--- src/sv/kst_pkg.sv ---
// package: shared types, codes and character tables of the scan code translator
`default_nettype none
package kst_pkg;

  localparam int KST_CMD_QUEUE_DEPTH = 32;

  // bytes from and to the keyboard
  localparam logic [7:0] KST_CODE_LED_CMD    = 8'hED;
  localparam logic [7:0] KST_CODE_ACK        = 8'hFA;
  localparam logic [7:0] KST_CODE_RESEND     = 8'hFE;
  localparam logic [7:0] KST_CODE_LSHIFT_ON  = 8'h2A;
  localparam logic [7:0] KST_CODE_RSHIFT_ON  = 8'h36;
  localparam logic [7:0] KST_CODE_LSHIFT_OFF = 8'hAA;
  localparam logic [7:0] KST_CODE_RSHIFT_OFF = 8'hB6;
  localparam logic [7:0] KST_CODE_CAPS       = 8'h3A;
  localparam logic [7:0] KST_CODE_NUM        = 8'h45;
  localparam logic [7:0] KST_CODE_SCROLL     = 8'h46;
  localparam logic [7:0] KST_CODE_BACKSPACE  = 8'h0E;
  localparam logic [7:0] KST_CODE_TAB        = 8'h0F;
  localparam logic [7:0] KST_CODE_ENTER      = 8'h1C;

  // result kinds
  localparam logic [2:0] KST_KIND_CHAR      = 3'd0;
  localparam logic [2:0] KST_KIND_BACKSPACE = 3'd1;
  localparam logic [2:0] KST_KIND_ENTER     = 3'd2;
  localparam logic [2:0] KST_KIND_TAB       = 3'd3;
  localparam logic [2:0] KST_KIND_SEND      = 3'd4;

  // led bit masks
  localparam logic [2:0] KST_LED_SCROLL = 3'b001;
  localparam logic [2:0] KST_LED_NUM    = 3'b010;
  localparam logic [2:0] KST_LED_CAPS   = 3'b100;

  localparam logic [7:0] KST_UPPER_A = 8'h41;
  localparam logic [7:0] KST_UPPER_Z = 8'h5A;
  localparam logic [7:0] KST_CASE_OFFSET = 8'h20;

  // classified keyboard byte handed from front to back
  typedef struct packed {
    logic [7:0] ch;
    logic       bksp;
    logic       tab;
    logic       enter;
    logic       ack;
    logic       resend;
    logic       toggle;
    logic [2:0] leds;
  } kst_op_t;

  typedef enum logic [2:0] {
    ST_IDLE,
    ST_FIRST,
    ST_MID,
    ST_PUT_CMD,
    ST_PUT_LED,
    ST_SETTLE,
    ST_SEND
  } kst_state_e;

  localparam logic [7:0] KST_PLAIN_MAP [128] = '{
    8'h00, 8'h60, 8'h31, 8'h32, 8'h33, 8'h34, 8'h35, 8'h36,
    8'h37, 8'h38, 8'h39, 8'h30, 8'h2D, 8'h3D, 8'h00, 8'h00,
    8'h51, 8'h57, 8'h45, 8'h52, 8'h54, 8'h59, 8'h55, 8'h49,
    8'h4F, 8'h50, 8'h5B, 8'h5D, 8'h00, 8'h00, 8'h41, 8'h53,
    8'h44, 8'h46, 8'h47, 8'h48, 8'h4A, 8'h4B, 8'h4C, 8'h3B,
    8'h27, 8'h00, 8'h00, 8'h5C, 8'h5A, 8'h58, 8'h43, 8'h56,
    8'h42, 8'h4E, 8'h4D, 8'h2C, 8'h2E, 8'h2F, 8'h00, 8'h2A,
    8'h00, 8'h20, 8'h00, 8'h00, 8'h00, 8'h00, 8'h00, 8'h00,
    8'h00, 8'h00, 8'h00, 8'h00, 8'h00, 8'h00, 8'h00, 8'h37,
    8'h38, 8'h39, 8'h2D, 8'h34, 8'h35, 8'h36, 8'h2B, 8'h31,
    8'h32, 8'h33, 8'h30, 8'h2E, 8'h00, 8'h00, 8'h00, 8'h00,
    8'h00, 8'h00, 8'h00, 8'h00, 8'h00, 8'h00, 8'h00, 8'h00,
    8'h00, 8'h00, 8'h00, 8'h00, 8'h00, 8'h00, 8'h00, 8'h00,
    8'h00, 8'h00, 8'h00, 8'h00, 8'h00, 8'h00, 8'h00, 8'h00,
    8'h00, 8'h00, 8'h00, 8'h5C, 8'h00, 8'h00, 8'h00, 8'h00,
    8'h00, 8'h00, 8'h00, 8'h00, 8'h00, 8'h5C, 8'h00, 8'h00
  };

  localparam logic [7:0] KST_SHIFTED_MAP [128] = '{
    8'h00, 8'h7E, 8'h21, 8'h40, 8'h23, 8'h24, 8'h25, 8'h5E,
    8'h26, 8'h2A, 8'h28, 8'h29, 8'h5F, 8'h2B, 8'h00, 8'h00,
    8'h51, 8'h57, 8'h45, 8'h52, 8'h54, 8'h59, 8'h55, 8'h49,
    8'h4F, 8'h50, 8'h7B, 8'h7D, 8'h00, 8'h00, 8'h41, 8'h53,
    8'h44, 8'h46, 8'h47, 8'h48, 8'h4A, 8'h4B, 8'h4C, 8'h3A,
    8'h22, 8'h00, 8'h00, 8'h7C, 8'h5A, 8'h58, 8'h43, 8'h56,
    8'h42, 8'h4E, 8'h4D, 8'h3C, 8'h3E, 8'h3F, 8'h00, 8'h2A,
    8'h00, 8'h20, 8'h00, 8'h00, 8'h00, 8'h00, 8'h00, 8'h00,
    8'h00, 8'h00, 8'h00, 8'h00, 8'h00, 8'h00, 8'h00, 8'h37,
    8'h38, 8'h39, 8'h2D, 8'h34, 8'h35, 8'h36, 8'h2B, 8'h31,
    8'h32, 8'h33, 8'h30, 8'h2E, 8'h00, 8'h00, 8'h00, 8'h00,
    8'h00, 8'h00, 8'h00, 8'h00, 8'h00, 8'h00, 8'h00, 8'h00,
    8'h00, 8'h00, 8'h00, 8'h00, 8'h00, 8'h00, 8'h00, 8'h00,
    8'h00, 8'h00, 8'h00, 8'h00, 8'h00, 8'h00, 8'h00, 8'h00,
    8'h00, 8'h00, 8'h00, 8'h5F, 8'h00, 8'h00, 8'h00, 8'h00,
    8'h00, 8'h00, 8'h00, 8'h00, 8'h00, 8'h7C, 8'h00, 8'h00
  };

endpackage
`default_nettype wire

--- src/sv/kst_ram.sv ---
// generic single-write, single-read ram with registered read data
`default_nettype none
module kst_ram #(
  parameter int WIDTH = 8,
  parameter int DEPTH = 32
) (
  input  wire logic                     clk_i,
  input  wire logic                     we_i,
  input  wire logic [$clog2(DEPTH)-1:0] waddr_i,
  input  wire logic [WIDTH-1:0]         wdata_i,
  input  wire logic [$clog2(DEPTH)-1:0] raddr_i,
  output logic      [WIDTH-1:0]         rdata_o
);

  logic [WIDTH-1:0] mem_q [DEPTH];

  always_ff @(posedge clk_i) begin
    if (we_i) begin
      mem_q[waddr_i] <= wdata_i;
    end
    rdata_o <= mem_q[raddr_i];
  end

endmodule
`default_nettype wire

--- src/sv/kst_front.sv ---
// front end: accepts keyboard bytes, tracks shift and led state, classifies each byte
`default_nettype none
module kst_front
  import kst_pkg::*;
(
  input  wire logic       clk_i,
  input  wire logic       rst_ni,
  input  wire logic       in_valid_i,
  output logic            in_ready_o,
  input  wire logic [7:0] code_i,
  input  wire logic       cfg_valid_i,
  output logic            cfg_ready_o,
  input  wire logic [2:0] cfg_initial_leds_i,
  input  wire logic       fifo_full_i,
  output logic            push_o,
  output kst_op_t         op_o,
  output logic [2:0]      boot_leds_o
);

  logic [1:0] shift_q, shift_d;
  logic [2:0] leds_q, leds_d;
  logic [2:0] init_leds_q;
  logic       started_q;
  logic       accept;
  logic       cfg_load;
  logic       shifted;
  logic [7:0] ch_raw;
  logic       is_letter;
  logic [2:0] toggle_mask;

  assign in_ready_o  = !fifo_full_i;
  assign cfg_ready_o = 1'b1;
  assign accept      = in_valid_i && in_ready_o;
  assign cfg_load    = cfg_valid_i && !started_q;
  assign push_o      = accept;
  assign boot_leds_o = init_leds_q;
  assign shifted     = (shift_q != 2'b00);

  always_comb begin
    if (code_i[7]) begin
      ch_raw = 8'h00;
    end else if (shifted) begin
      ch_raw = KST_SHIFTED_MAP[code_i[6:0]];
    end else begin
      ch_raw = KST_PLAIN_MAP[code_i[6:0]];
    end
  end

  assign is_letter = (ch_raw >= KST_UPPER_A) && (ch_raw <= KST_UPPER_Z);

  always_comb begin
    unique case (code_i)
      KST_CODE_CAPS:   toggle_mask = KST_LED_CAPS;
      KST_CODE_NUM:    toggle_mask = KST_LED_NUM;
      KST_CODE_SCROLL: toggle_mask = KST_LED_SCROLL;
      default:         toggle_mask = 3'b000;
    endcase
  end

  always_comb begin
    shift_d = shift_q;
    unique case (code_i)
      KST_CODE_LSHIFT_ON:  shift_d = shift_q | 2'b01;
      KST_CODE_RSHIFT_ON:  shift_d = shift_q | 2'b10;
      KST_CODE_LSHIFT_OFF: shift_d = shift_q & 2'b10;
      KST_CODE_RSHIFT_OFF: shift_d = shift_q & 2'b01;
      default:             shift_d = shift_q;
    endcase
  end

  assign leds_d = leds_q ^ toggle_mask;

  always_comb begin
    // lower case when caps lock and shift agree
    op_o.ch     = (is_letter && (leds_q[2] == shifted)) ? ch_raw + KST_CASE_OFFSET : ch_raw;
    op_o.bksp   = (code_i == KST_CODE_BACKSPACE);
    op_o.tab    = (code_i == KST_CODE_TAB);
    op_o.enter  = (code_i == KST_CODE_ENTER);
    op_o.ack    = (code_i == KST_CODE_ACK);
    op_o.resend = (code_i == KST_CODE_RESEND);
    op_o.toggle = (toggle_mask != 3'b000);
    op_o.leds   = leds_d;
  end

  always_ff @(posedge clk_i or negedge rst_ni) begin
    if (!rst_ni) begin
      shift_q     <= 2'b00;
      leds_q      <= 3'b000;
      init_leds_q <= 3'b000;
      started_q   <= 1'b0;
    end else begin
      if (cfg_load) begin
        init_leds_q <= cfg_initial_leds_i;
        leds_q      <= cfg_initial_leds_i;
      end
      if (accept) begin
        started_q <= 1'b1;
        shift_q   <= shift_d;
        leds_q    <= leds_d;
      end
    end
  end

endmodule
`default_nettype wire

--- src/sv/kst_fifo.sv ---
// two-entry queue of classified bytes between front and back
`default_nettype none
module kst_fifo
  import kst_pkg::*;
(
  input  wire logic    clk_i,
  input  wire logic    rst_ni,
  input  wire logic    push_i,
  input  wire kst_op_t data_i,
  output logic         full_o,
  output logic         valid_o,
  input  wire logic    pop_i,
  output kst_op_t      data_o
);

  kst_op_t    entry_q [2];
  logic       wr_ptr_q;
  logic       rd_ptr_q;
  logic [1:0] cnt_q;

  assign full_o  = cnt_q[1];
  assign valid_o = (cnt_q != 2'd0);
  assign data_o  = entry_q[rd_ptr_q];

  always_ff @(posedge clk_i) begin
    if (push_i) begin
      entry_q[wr_ptr_q] <= data_i;
    end
  end

  always_ff @(posedge clk_i or negedge rst_ni) begin
    if (!rst_ni) begin
      wr_ptr_q <= 1'b0;
      rd_ptr_q <= 1'b0;
      cnt_q    <= 2'd0;
    end else begin
      if (push_i) begin
        wr_ptr_q <= !wr_ptr_q;
      end
      if (pop_i) begin
        rd_ptr_q <= !rd_ptr_q;
      end
      if (push_i && !pop_i) begin
        cnt_q <= cnt_q + 2'd1;
      end else if (pop_i && !push_i) begin
        cnt_q <= cnt_q - 2'd1;
      end
    end
  end

endmodule
`default_nettype wire

--- src/sv/kst_back.sv ---
// back end: emits results in order and runs the keyboard command queue
`default_nettype none
module kst_back
  import kst_pkg::*;
#(
  parameter int CMD_QUEUE_DEPTH = KST_CMD_QUEUE_DEPTH
) (
  input  wire logic       clk_i,
  input  wire logic       rst_ni,
  input  wire logic       op_valid_i,
  input  wire kst_op_t    op_i,
  output logic            op_pop_o,
  input  wire logic [2:0] boot_leds_i,
  output logic            out_valid_o,
  input  wire logic       out_ready_i,
  output logic [2:0]      kind_o,
  output logic [7:0]      value_o,
  output logic            last_o
);

  localparam int AW = $clog2(CMD_QUEUE_DEPTH);
  localparam int CW = $clog2(CMD_QUEUE_DEPTH + 1);

  kst_state_e state_q, state_d;
  kst_op_t    op_q;
  logic       started_q;
  logic       awaiting_q;
  logic [7:0] pending_q;
  logic [1:0] boot_rem_q;
  logic [CW-1:0] ram_cnt_q;
  logic [AW-1:0] ram_wr_q;
  logic [AW-1:0] ram_rd_q;
  logic [7:0] ram_rdata;
  logic [CW-1:0] total_cnt;
  logic       q_full;
  logic       send_ok;
  logic       can_emit;
  logic       mid_any;
  logic       resend_emit;
  logic       mid_emit;
  logic       await_after;
  logic       final_send;
  logic [7:0] head_byte;

  logic       emit;
  logic [2:0] emit_kind;
  logic [7:0] emit_value;
  logic       emit_last;
  logic       do_send;
  logic       set_started;
  logic       clr_await;
  logic       ram_we;
  logic [7:0] ram_wdata;

  logic       out_valid_q;
  logic [2:0] kind_q;
  logic [7:0] value_q;
  logic       last_q;

  assign total_cnt   = CW'(boot_rem_q) + ram_cnt_q;
  assign q_full      = (total_cnt >= CW'(CMD_QUEUE_DEPTH));
  assign send_ok     = !awaiting_q && (total_cnt != '0);
  assign can_emit    = !out_valid_q || out_ready_i;
  assign mid_any     = (op_q.ch != 8'h00) || op_q.bksp || op_q.tab || op_q.enter;
  assign resend_emit = op_q.resend && awaiting_q;
  assign mid_emit    = mid_any || resend_emit;
  assign await_after = awaiting_q && !op_q.ack;
  // lock puts leave the queue non-empty, so a send follows when nothing awaits
  assign final_send  = !await_after && ((total_cnt != '0) || op_q.toggle);

  // the two start-up bytes live outside the ram
  always_comb begin
    case (boot_rem_q)
      2'd2:    head_byte = KST_CODE_LED_CMD;
      2'd1:    head_byte = {5'b00000, boot_leds_i};
      default: head_byte = ram_rdata;
    endcase
  end

  kst_ram #(
    .WIDTH (8),
    .DEPTH (CMD_QUEUE_DEPTH)
  ) u_cmd_ram (
    .clk_i   (clk_i),
    .we_i    (ram_we),
    .waddr_i (ram_wr_q),
    .wdata_i (ram_wdata),
    .raddr_i (ram_rd_q),
    .rdata_o (ram_rdata)
  );

  // next state
  always_comb begin
    state_d = state_q;
    unique case (state_q)
      ST_IDLE: begin
        if (op_valid_i) begin
          state_d = started_q ? ST_MID : ST_FIRST;
        end
      end
      ST_FIRST: begin
        if (can_emit) begin
          state_d = ST_MID;
        end
      end
      ST_MID: begin
        if (!mid_emit || can_emit) begin
          state_d = op_q.toggle ? ST_PUT_CMD : ST_SEND;
        end
      end
      ST_PUT_CMD: state_d = ST_PUT_LED;
      ST_PUT_LED: state_d = ST_SETTLE;
      // lets the registered ram read see the new entries before the send
      ST_SETTLE:  state_d = ST_SEND;
      ST_SEND: begin
        if (!send_ok || can_emit) begin
          state_d = ST_IDLE;
        end
      end
      default:    state_d = ST_IDLE;
    endcase
  end

  // actions per state
  always_comb begin
    op_pop_o    = 1'b0;
    emit        = 1'b0;
    emit_kind   = KST_KIND_CHAR;
    emit_value  = 8'h00;
    emit_last   = 1'b0;
    do_send     = 1'b0;
    set_started = 1'b0;
    clr_await   = 1'b0;
    ram_we      = 1'b0;
    ram_wdata   = KST_CODE_LED_CMD;
    unique case (state_q)
      ST_IDLE: begin
        op_pop_o = op_valid_i;
      end
      ST_FIRST: begin
        if (can_emit) begin
          emit        = 1'b1;
          emit_kind   = KST_KIND_SEND;
          emit_value  = head_byte;
          emit_last   = !(mid_any || op_q.resend || op_q.ack);
          do_send     = 1'b1;
          set_started = 1'b1;
        end
      end
      ST_MID: begin
        if (!mid_emit || can_emit) begin
          emit      = mid_emit;
          emit_last = !final_send;
          clr_await = op_q.ack;
          if (op_q.ch != 8'h00) begin
            emit_kind  = KST_KIND_CHAR;
            emit_value = op_q.ch;
          end else if (op_q.bksp) begin
            emit_kind = KST_KIND_BACKSPACE;
          end else if (op_q.tab) begin
            emit_kind = KST_KIND_TAB;
          end else if (op_q.enter) begin
            emit_kind = KST_KIND_ENTER;
          end else begin
            emit_kind  = KST_KIND_SEND;
            emit_value = pending_q;
          end
        end
      end
      ST_PUT_CMD: begin
        ram_we    = !q_full;
        ram_wdata = KST_CODE_LED_CMD;
      end
      ST_PUT_LED: begin
        ram_we    = !q_full;
        ram_wdata = {5'b00000, op_q.leds};
      end
      ST_SETTLE: begin
        ram_we = 1'b0;
      end
      ST_SEND: begin
        if (send_ok && can_emit) begin
          emit       = 1'b1;
          emit_kind  = KST_KIND_SEND;
          emit_value = head_byte;
          emit_last  = 1'b1;
          do_send    = 1'b1;
        end
      end
      default: begin
        emit = 1'b0;
      end
    endcase
  end

  always_ff @(posedge clk_i or negedge rst_ni) begin
    if (!rst_ni) begin
      state_q     <= ST_IDLE;
      started_q   <= 1'b0;
      awaiting_q  <= 1'b0;
      boot_rem_q  <= 2'd2;
      ram_cnt_q   <= '0;
      ram_wr_q    <= '0;
      ram_rd_q    <= '0;
      out_valid_q <= 1'b0;
    end else begin
      state_q <= state_d;
      if (set_started) begin
        started_q <= 1'b1;
      end
      if (do_send) begin
        awaiting_q <= 1'b1;
      end else if (clr_await) begin
        awaiting_q <= 1'b0;
      end
      if (do_send) begin
        if (boot_rem_q != 2'd0) begin
          boot_rem_q <= boot_rem_q - 2'd1;
        end else begin
          ram_rd_q  <= (ram_rd_q == AW'(CMD_QUEUE_DEPTH - 1)) ? '0 : ram_rd_q + 1'b1;
          ram_cnt_q <= ram_cnt_q - 1'b1;
        end
      end
      if (ram_we) begin
        ram_wr_q  <= (ram_wr_q == AW'(CMD_QUEUE_DEPTH - 1)) ? '0 : ram_wr_q + 1'b1;
        ram_cnt_q <= ram_cnt_q + 1'b1;
      end
      if (emit) begin
        out_valid_q <= 1'b1;
      end else if (out_ready_i) begin
        out_valid_q <= 1'b0;
      end
    end
  end

  always_ff @(posedge clk_i) begin
    if (op_pop_o) begin
      op_q <= op_i;
    end
    if (do_send) begin
      pending_q <= head_byte;
    end
    if (emit) begin
      kind_q  <= emit_kind;
      value_q <= emit_value;
      last_q  <= emit_last;
    end
  end

  assign out_valid_o = out_valid_q;
  assign kind_o      = kind_q;
  assign value_o     = value_q;
  assign last_o      = last_q;

  a_queue_bounded: assert property (@(posedge clk_i) disable iff (!rst_ni)
    total_cnt <= CW'(CMD_QUEUE_DEPTH))
    else $error("command queue count above depth");

  a_emit_slot_free: assert property (@(posedge clk_i) disable iff (!rst_ni)
    emit |-> can_emit)
    else $error("result written over an untaken result");

  a_send_sets_wait: assert property (@(posedge clk_i) disable iff (!rst_ni)
    do_send |=> awaiting_q)
    else $error("byte sent without waiting for acknowledge");

  a_first_once: assert property (@(posedge clk_i) disable iff (!rst_ni)
    (state_q == ST_FIRST) |-> (!started_q && boot_rem_q == 2'd2))
    else $error("start-up send outside the first item");

  a_boot_count: assert property (@(posedge clk_i) disable iff (!rst_ni)
    boot_rem_q != 2'd3)
    else $error("start-up byte count out of range");

endmodule
`default_nettype wire

--- src/sv/keyboard_scancode_translator_unit.sv ---
// top level: scan code set 1 to character translator with keyboard led command queue
// the back end sequencer finishes each byte before it takes the next; the first byte adds the
//   start-up send, and a lock key adds two command queue writes plus a ram settle through the
//   single ram write port
// reset: asynchronous, active low; queue comes up holding the led command and initial led byte,
//   with no clearing pass
`default_nettype none
module keyboard_scancode_translator_unit
  import kst_pkg::*;
#(
  parameter int CMD_QUEUE_DEPTH = KST_CMD_QUEUE_DEPTH
) (
  input  wire logic       clk_i,
  input  wire logic       rst_ni,
  input  wire logic       in_valid_i,
  output logic            in_ready_o,
  input  wire logic [7:0] code_i,
  output logic            out_valid_o,
  input  wire logic       out_ready_i,
  output logic [2:0]      kind_o,
  output logic [7:0]      value_o,
  output logic            last_o,
  input  wire logic       cfg_valid_i,
  output logic            cfg_ready_o,
  input  wire logic [2:0] cfg_initial_leds_i
);

  logic    fifo_full;
  logic    fifo_push;
  kst_op_t fifo_wdata;
  logic    fifo_valid;
  logic    fifo_pop;
  kst_op_t fifo_rdata;
  logic [2:0] boot_leds;

  kst_front u_front (
    .clk_i              (clk_i),
    .rst_ni             (rst_ni),
    .in_valid_i         (in_valid_i),
    .in_ready_o         (in_ready_o),
    .code_i             (code_i),
    .cfg_valid_i        (cfg_valid_i),
    .cfg_ready_o        (cfg_ready_o),
    .cfg_initial_leds_i (cfg_initial_leds_i),
    .fifo_full_i        (fifo_full),
    .push_o             (fifo_push),
    .op_o               (fifo_wdata),
    .boot_leds_o        (boot_leds)
  );

  kst_fifo u_fifo (
    .clk_i   (clk_i),
    .rst_ni  (rst_ni),
    .push_i  (fifo_push),
    .data_i  (fifo_wdata),
    .full_o  (fifo_full),
    .valid_o (fifo_valid),
    .pop_i   (fifo_pop),
    .data_o  (fifo_rdata)
  );

  kst_back #(
    .CMD_QUEUE_DEPTH (CMD_QUEUE_DEPTH)
  ) u_back (
    .clk_i       (clk_i),
    .rst_ni      (rst_ni),
    .op_valid_i  (fifo_valid),
    .op_i        (fifo_rdata),
    .op_pop_o    (fifo_pop),
    .boot_leds_i (boot_leds),
    .out_valid_o (out_valid_o),
    .out_ready_i (out_ready_i),
    .kind_o      (kind_o),
    .value_o     (value_o),
    .last_o      (last_o)
  );

endmodule
`default_nettype wire

--- config.mk ---
export PLATFORM = sky130hd
export DESIGN_NAME = keyboard_scancode_translator_unit
export DESIGN_NICKNAME = d
export VERILOG_FILES = /design/src/sv/kst_pkg.sv /design/src/sv/kst_ram.sv /design/src/sv/kst_front.sv /design/src/sv/kst_fifo.sv /design/src/sv/kst_back.sv /design/src/sv/keyboard_scancode_translator_unit.sv
export SDC_FILE = /design/constraint.sdc
export NUM_CORES = 1
export LEC_CHECK = 0
export CORE_ASPECT_RATIO = 1.5
export CORE_MARGIN = 3
export CORE_UTILIZATION = 27
export CTS_BUF_LIST = sky130_fd_sc_hd__clkbuf_2 sky130_fd_sc_hd__clkbuf_4 sky130_fd_sc_hd__clkbuf_8
export DETAILED_ROUTE_END_ITERATION = 7
export DONT_BUFFER_PORTS = 1
export HOLD_SLACK_MARGIN = 0.1
export PLACE_DENSITY = 0.38
export SYNTH_ARGS = -nofsm -noshare
export SYNTH_HDL_FRONTEND = slang
export SYNTH_SLANG_ARGS = --single-unit
--- constraint.sdc ---
create_clock -name clk_i -period 2.7 [get_ports clk_i]
set_clock_uncertainty 0.15 [all_clocks]
set_input_delay 0 -clock clk_i [delete_from_list [all_inputs] [get_ports clk_i]]
set_output_delay 0 -clock clk_i [all_outputs]
set_load 0.02 [all_outputs]
==> impl_metrics.py, run 1 <==
metrics = {
    "synthesis": {
        "synth.top_cells.by_area": "edfxtp_1 51%, dfrtp_1 7.9%, mux4_2 7.9%",
        "yosysWarnings": 0,
        "syn_inst": 852,
        "synth_fa_ha_area_share_pct": 3.63,
        "synth-main-ff-cell": "edfxtp_1",
        "synthSimpleGateAreaFrac_pct": 11.0,
        "async_reset_ff_share_pct": 15.7,
        "syn-cell-area_um2": 11400,
        "ys_seq_area_share_pct": 59.9,
        "synth_top_family_by_area": "multiplexers",
        "synth_top_area_cell": "edfxtp_1",
        "synthXorXnorAreaFrac_pct": 1.30,
        "synth_cell_types": 86,
        "syn_avg_cell_area_um2": 13.4,
        "synth_top_area_share_pct": 51.1,
        "syn_nets": 900,
        "synth-compound-area-share_pct": 9.51,
        "ys_ff_latch": 236,
        "synth_mux_area_share_pct": 11.3,
        "synth_edf_count": 195,
    },
    "critical_path": {
        "crit_family": "compound AO/OA/AOI/OAI gates",
        "slowest_stage": "dfstp_2",
        "cp.arrival_ns": 3.04,
        "cp_cell_sequence": "ha_4 -> a21o_1 -> buf_4 -> a2111o_1 -> a2111o_1 -> nand2_2 -> buf_4 -> nand2_4 -> nand2_4 -> buf_6 -> o21ai_2",
        "start_kind": "flip-flop",
        "cp-end-kind": "flip-flop",
        "critPathKind": "reg2reg",
        "path_max_fanout": 3,
        "crit_required_ns": 2.84,
        "crit_buf_inv": 3,
        "slowest_delay_ns": 0.56,
    },
    "clock_tree": {
        "clk_latency_ns": 0.55,
        "cts_buffer_depth": 3,
        "cts_root_buffer": "clkbuf_8",
        "htreeDepth": 2,
        "cts_tree": "yes",
        "numCtsBuffers": 39,
        "clk_pin_slew_ns": 0.06,
        "cts.sinks": 236,
    },
    "placement": {
        "place_hpwl_um": 22900,
        "place.gp.congestion": 0.887,
        "port-buffer-count": 0,
    },
    "die": {
        "die_w_um": 174,
        "core_um2": 41600,
        "initial_core_util_pct": 27.5,
        "fp.dieH_um": 258,
        "ioPinCount": 31,
        "row_count": 91,
        "dieArea_um2": 45000,
    },
    "global_route": {
        "grt_usage_pct": 14.6,
        "grt_pass1_wl_um": 50000,
        "grt_pass1_vias": 8230,
        "antenna_found_initial": 2,
        "grt_max_degree": 40,
        "overflow": 0,
    },
    "layout": {
        "nets": 1064,
        "syn_to_final_growth_pct": 28.4,
        "layout-drive-gt1-share_pct": 35.4,
    },
    "routing": {
        "avgRoutedWirePerCell_um": 20.5,
        "via_per_inst": 4.78,
        "dr.pass1.iters": 5,
        "route.vias.total": 7675,
        "wl_um": 32900,
        "first_iter_violations": 388,
        "antenna_left": 0,
        "drc_errors": 0,
    },
    "sta": {
        "finalWorstSetupSlack_ns": -0.198,
        "rsz0062_at_grt": "true",
        "relSlewSlack_pct": 27.1,
        "worst_pin_slew_ns": 1.09,
        "setup_viol": 42,
        "timing.hold.ws_ns": 0.151,
        "max_freq_mhz": 345,
        "layout_min_cycle_time_ns": 2.90,
        "slew_violations": 0,
        "fin_crit_sh_pct": 107,
        "finalHoldViolations": 0,
    },
    "outcome": {
        "status": "finished, violations left",
        "violations": "setup timing",
    },
    "pwr": {
        "p_leak_nw": 5.26,
        "vdd_drop_max_mv": 0.265,
        "p_total_mw": 13.4,
        "powerDensity_nw_per_um2": 910,
    },
    "run": {
        "cap_violations": 0,
    },
    "min_path": {
        "hold_class": "in2reg",
    },
}
## cell usage in the layout (no fill, tap or decap), types with 5 or more instances in the layout
master and instances:
nand2_2 5, buf_6 23, dfrtp_1 34, ha_1 27, a31oi_1 5, o21ai_2 8
mux2_2 29, o21ai_1 8, nand3_1 13, buf_4 110, nand4_1 9, edfxtp_1 195
nor3_1 14, nor2_2 9, clkbuf_8 43, and3_1 7, o21ai_0 28, a211o_1 5
nor2_4 6, xnor2_1 10, mux4_2 40, clkinv_1 7, nand2b_1 16, clkbuf_4 14
xor2_1 7, and2_1 8, nand3_4 5, inv_1 28, nand2_1 46, o22ai_1 5
a21oi_1 36, dlygate4sd3_1 30, nor3_2 11, nor2b_1 11, a21o_1 5, nor2_1 47
## logic make-up after synthesis
| kind of cell | after synthesis |
|---|---|
| xor+xnor | 17 |
| buf+inv | 83 |
| compound gates | 161 |
| simple gates | 247 |
| flops | 236 |
| other cells | 1 |
| mux | 75 |
| fa+ha+maj | 32 |
## stage by stage
| step | cell area, um^2 | std cells | setup TNS (ns) | setup WS, ns | utilization, % |
|---|---|---|---|---|---|
| floorplan | 11500 | 852 | -0.0675 | -0.0351 | - |
| global placement | 12800 | 1481 | -5.45 | -0.151 | 30.9 |
| detailed placement | 12800 | 1481 | -6.58 | -0.181 | 30.9 |
| CTS | 14200 | 1593 | -1.24 | -0.161 | 34.2 |
| global route | 14700 | 1607 | -10.38 | -0.334 | 35.4 |
| finish | 14700 | 1607 | -5.71 | -0.198 | 35.4 |
## repair_timing
item,in CTS,in global routing
setup buffers,5,10
hold buffers,35,0
pin swaps,14,19
setup endpoints to repair,87,134
gates resized for setup,41,96
cloned,0,2
endpoints found under the hold margin,142,0
## synthesized netlist by cell type, types with 5 or more instances
library cell / n
a211o_1: 5
a21o_1: 5
a21oi_1: 38
a31oi_1: 6
and2_1: 9
and3_1: 7
buf_1: 6
buf_2: 10
buf_4: 7
clkbuf_1: 22
dfrtp_1: 36
edfxtp_1: 195
ha_1: 30
inv_1: 31
mux2_2: 30
mux4_2: 40
nand2_1: 53
nand2b_1: 16
nand3_1: 18
nand4_1: 9
nor2_1: 59
nor2b_1: 11
nor3_1: 29
o21ai_0: 40
o22ai_1: 6
xnor2_1: 10
xor2_1: 7
## path summary, 6_finish.rpt
path	slack [ns]	depth (start not counted)	to	startpoint
max	-0.20	11	u_back.kind_o[2]	u_back.boot_rem_q[1]
min	0.15	6	u_fifo.entry_q[0][11]	code_i[6]
max reg2reg	-0.20	11	u_back.kind_o[2]	u_back.boot_rem_q[1]
min reg2reg	0.33	1	u_front.started_q	u_front.started_q
max in group asynchronous	1.64	4	u_back.boot_rem_q[1]	rst_ni
min in group asynchronous	0.48	4	u_back.ram_wr_q[3]	rst_ni
## area by class of cell
class	instances	area [um^2]
antenna	2	5.00
tap	558	698
clock inverter	15	101
multi-input combinational	535	4660
fill	4072	26900
sequential	236	6870
clock buffer	57	697
inverter	33	133
timing repair buffer	171	1540
## tightest hold or removal path, delay by kind of cell
kind | cells | cell delay, ns
AOI/OAI and AO/OA | 2 | 0.26
buffers and inverters | 3 | 0.31
and+or+nand+nor | 1 | 0.10
## routing by layer
metal,track usage [%],part of all wire (%)
met5,0,0
met4,7.45,4.8
met2,29.2,58
met3,2.15,3.0
met1,14.2,35
## state kept, by name, summed over array words and instances, names as in the netlist, 2 cells and up
register / cells
u_back.ram_cnt_q: 6
u_fifo.entry_q: 34
u_front.leds_q: 3
u_front.shift_q: 2
u_back.kind_o: 3
u_back.ram_wr_q: 5
u_back.ram_rd_q: 5
u_back.u_cmd_ram.mem_q: 128
u_back.boot_rem_q: 2
u_front.boot_leds_o: 3
u_back.state_q: 3
u_back.u_cmd_ram.rdata_o: 4
u_back.op_q: 17
u_fifo.cnt_q: 2
u_back.pending_q: 4
u_back.value_o: 8
## power breakdown
part	switching (mW)	leakage, nW	internal (mW)	total, mW
logic	2.52	2.63	2.26	4.78
registers	0.595	2.21	4.80	5.39
clock network	1.44	0.424	1.77	3.20
Power figures use the tool's default switching activity.
==> run 2: changes to the inputs <==
Settings changed: REMOVE_ABC_BUFFERS from default to 1.
==> impl_metrics.py, run 2 (synthesis results as in run 1) <==
metrics = {
    "die": {
        "initial_core_util_pct": 27.5,
        "core_um2": 41600,
        "dieArea_um2": 45000,
        "row_count": 91,
        "ioPinCount": 31,
        "fp.dieH_um": 258,
        "die_w_um": 174,
    },
    "layout": {
        "nets": 1056,
        "postLayoutCoreUtil_pct": 35.0,
        "layout_common_cells": "195 x edfxtp_1, 106 x buf_4, 50 x nor2_1",
        "syn_to_final_growth_pct": 27.2,
        "layout-drive-gt1-share_pct": 33.3,
        "top_register": "u_back.u_cmd_ram.mem_q",
        "final_common_cell": "edfxtp_1",
        "filler_cell_count": 4126,
        "largestRegisters": "u_back.u_cmd_ram.mem_q (128), u_fifo.entry_q (34), u_back.op_q (17)",
        "largest_register_ffs": 128,
        "fin_cells": 1598,
    },
    "sta": {
        "layout_min_cycle_time_ns": 2.75,
        "slew_violations": 0,
        "setup_viol": 12,
        "relSlewSlack_pct": 22.4,
        "worst_pin_slew_ns": 1.16,
        "finalHoldViolations": 0,
        "setup_tns_ns": -0.348,
        "max_freq_mhz": 364,
        "rsz0062_at_grt": "true",
        "fin_crit_sh_pct": 102,
        "finalWorstSetupSlack_ns": -0.0453,
    },
    "global_route": {
        "grt_pass1_wl_um": 49600,
        "overflow": 0,
        "antenna_found_initial": 1,
        "grt_max_degree": 44,
        "grt_pass1_vias": 8096,
        "grt_usage_pct": 14.6,
    },
    "clock_tree": {
        "htreeDepth": 2,
        "cts_buffer_depth": 3,
        "clk_pin_slew_ns": 0.06,
        "cts_tree": "yes",
        "cts_root_buffer": "clkbuf_8",
        "numCtsBuffers": 39,
        "cts.sinks": 236,
        "clk_latency_ns": 0.56,
    },
    "pwr": {
        "p_total_mw": 13.1,
        "p_leak_nw": 5.19,
        "powerDensity_nw_per_um2": 901,
        "vdd_drop_max_mv": 0.270,
    },
    "critical_path": {
        "cp-end-kind": "flip-flop",
        "cp.arrival_ns": 3.07,
        "cp_cell_sequence": "ha_4 -> a21o_1 -> nand4_1 -> xor2_1 -> o21ai_1 -> buf_4 -> ha_1 -> inv_1 -> o21bai_1 -> a21oi_1 -> mux2i_1 -> xor2_1",
        "r2r-start": "u_back.boot_rem_q[1]",
        "slowest_stage": "dfstp_2",
        "crit_required_ns": 3.03,
        "crit_top_cell": "xor2_1",
        "slowest_delay_ns": 0.55,
        "critPathKind": "reg2reg",
        "path_max_fanout": 5,
        "crit_start": "u_back.boot_rem_q[1]",
        "start_kind": "flip-flop",
    },
    "placement": {
        "port-buffer-count": 0,
        "dp.cells": 1477,
        "place_hpwl_um": 23100,
        "dp_slack_ns": -0.298,
        "place.gp.congestion": 0.841,
    },
    "routing": {
        "via_per_inst": 4.74,
        "first_iter_violations": 413,
        "avgRoutedWirePerCell_um": 20.6,
        "antenna_left": 0,
        "drc_errors": 0,
        "dr.pass1.iters": 5,
        "route.vias.total": 7575,
        "wl_um": 32900,
    },
    "outcome": {
        "violations": "setup timing",
        "status": "finished, violations left",
    },
    "min_path": {
        "min_from": "code_i[3]",
        "hold_class": "in2reg",
    },
    "run": {
        "cap_violations": 0,
    },
}
[run 2: cell types whose count changed in the layout (fill, tap and decap cells not counted), sizes merged]
cell	delta
and2	-1
buf	-10
bufinv	-1
clkbuf	-3
clkinv	+4
clkinvlp	+2
diode	-1
dlygate4sd3	+2
dlymetal6s4s	+1
inv	-1
nor2	-1
[run 2: layout make-up]
| class | instances | area (um^2) | area share [%] |
|---|---|---|---|
| Sequential cell | 236 | 6870 | 47.2 |
| Tap cell | 558 | 698 | 4.80 |
| Clock inverter | 19 | 91.3 | 0.627 |
| Clock buffer | 53 | 648 | 4.45 |
| Timing Repair Buffer | 165 | 1540 | 10.6 |
| Antenna cell | 1 | 2.50 | 0.0172 |
| Inverter | 33 | 129 | 0.885 |
| Multi-Input combinational cell | 533 | 4580 | 31.5 |
[run 2: path summary, 6_finish.rpt]
| check | endpoint | slack, ns | depth (start not counted) |
|---|---|---|---|
| min in group asynchronous | u_back.ram_wr_q[1] | 0.49 | 4 |
| worst min-delay path | u_fifo.entry_q[1][10] | 0.14 | 6 |
| max in group asynchronous | u_back.boot_rem_q[1] | 1.64 | 4 |
| worst min register to register | u_fifo.wr_ptr_q | 0.33 | 1 |
| worst max register to register | u_back.ram_cnt_q[5] | -0.05 | 12 |
| worst max-delay path | u_back.ram_cnt_q[5] | -0.05 | 12 |
[run 2: stage by stage]
step / hold WS [ns] / area [um^2]
floorplan: -0.446 / 11200
global placement: -0.444 / 12800
detailed placement: -0.444 / 12800
CTS: 0.106 / 14200
global route: 0.153 / 14600
finish: 0.144 / 14600
[run 2: worst max-delay path, delay by kind of cell, from the launching register on]
family | cells | cell delay, ns
flip-flops | 1 | 0.55
AO/OA/AOI/OAI | 4 | 0.53
AND/OR/NAND/NOR | 1 | 0.11
buffers and inverters | 2 | 0.29
XOR/XNOR | 2 | 0.29
adder cells (fa/ha/maj) | 2 | 0.51
multiplexers | 1 | 0.24
[run 2: what timing repair did]
action,in CTS,in global routing
hold buffers,38,0
hold endpoints to repair,137,0
buffers inserted,6,3
gates cloned,0,1
pin swaps,10,20
gates resized for setup,36,71
setup endpoints to repair,172,180
[run 2: where the power goes]
| part | total [mW] | switching, mW | leakage, nW | internal (mW) |
|---|---|---|---|---|
| Sequential | 5.44 | 0.647 | 2.20 | 4.80 |
| Combinational | 4.65 | 2.37 | 2.60 | 2.28 |
| Clock | 3.02 | 1.46 | 0.381 | 1.57 |
| Total | 13.1 | 4.47 | 5.19 | 8.64 |
[run 2: layer usage]
metal	global-route usage (%)	wire (um)	part of all wire (%)
met4	7.40	1580	4.8
met3	2.10	1030	3.1
met2	29.7	19400	59
met5	0	0	0
met1	13.7	10900	33
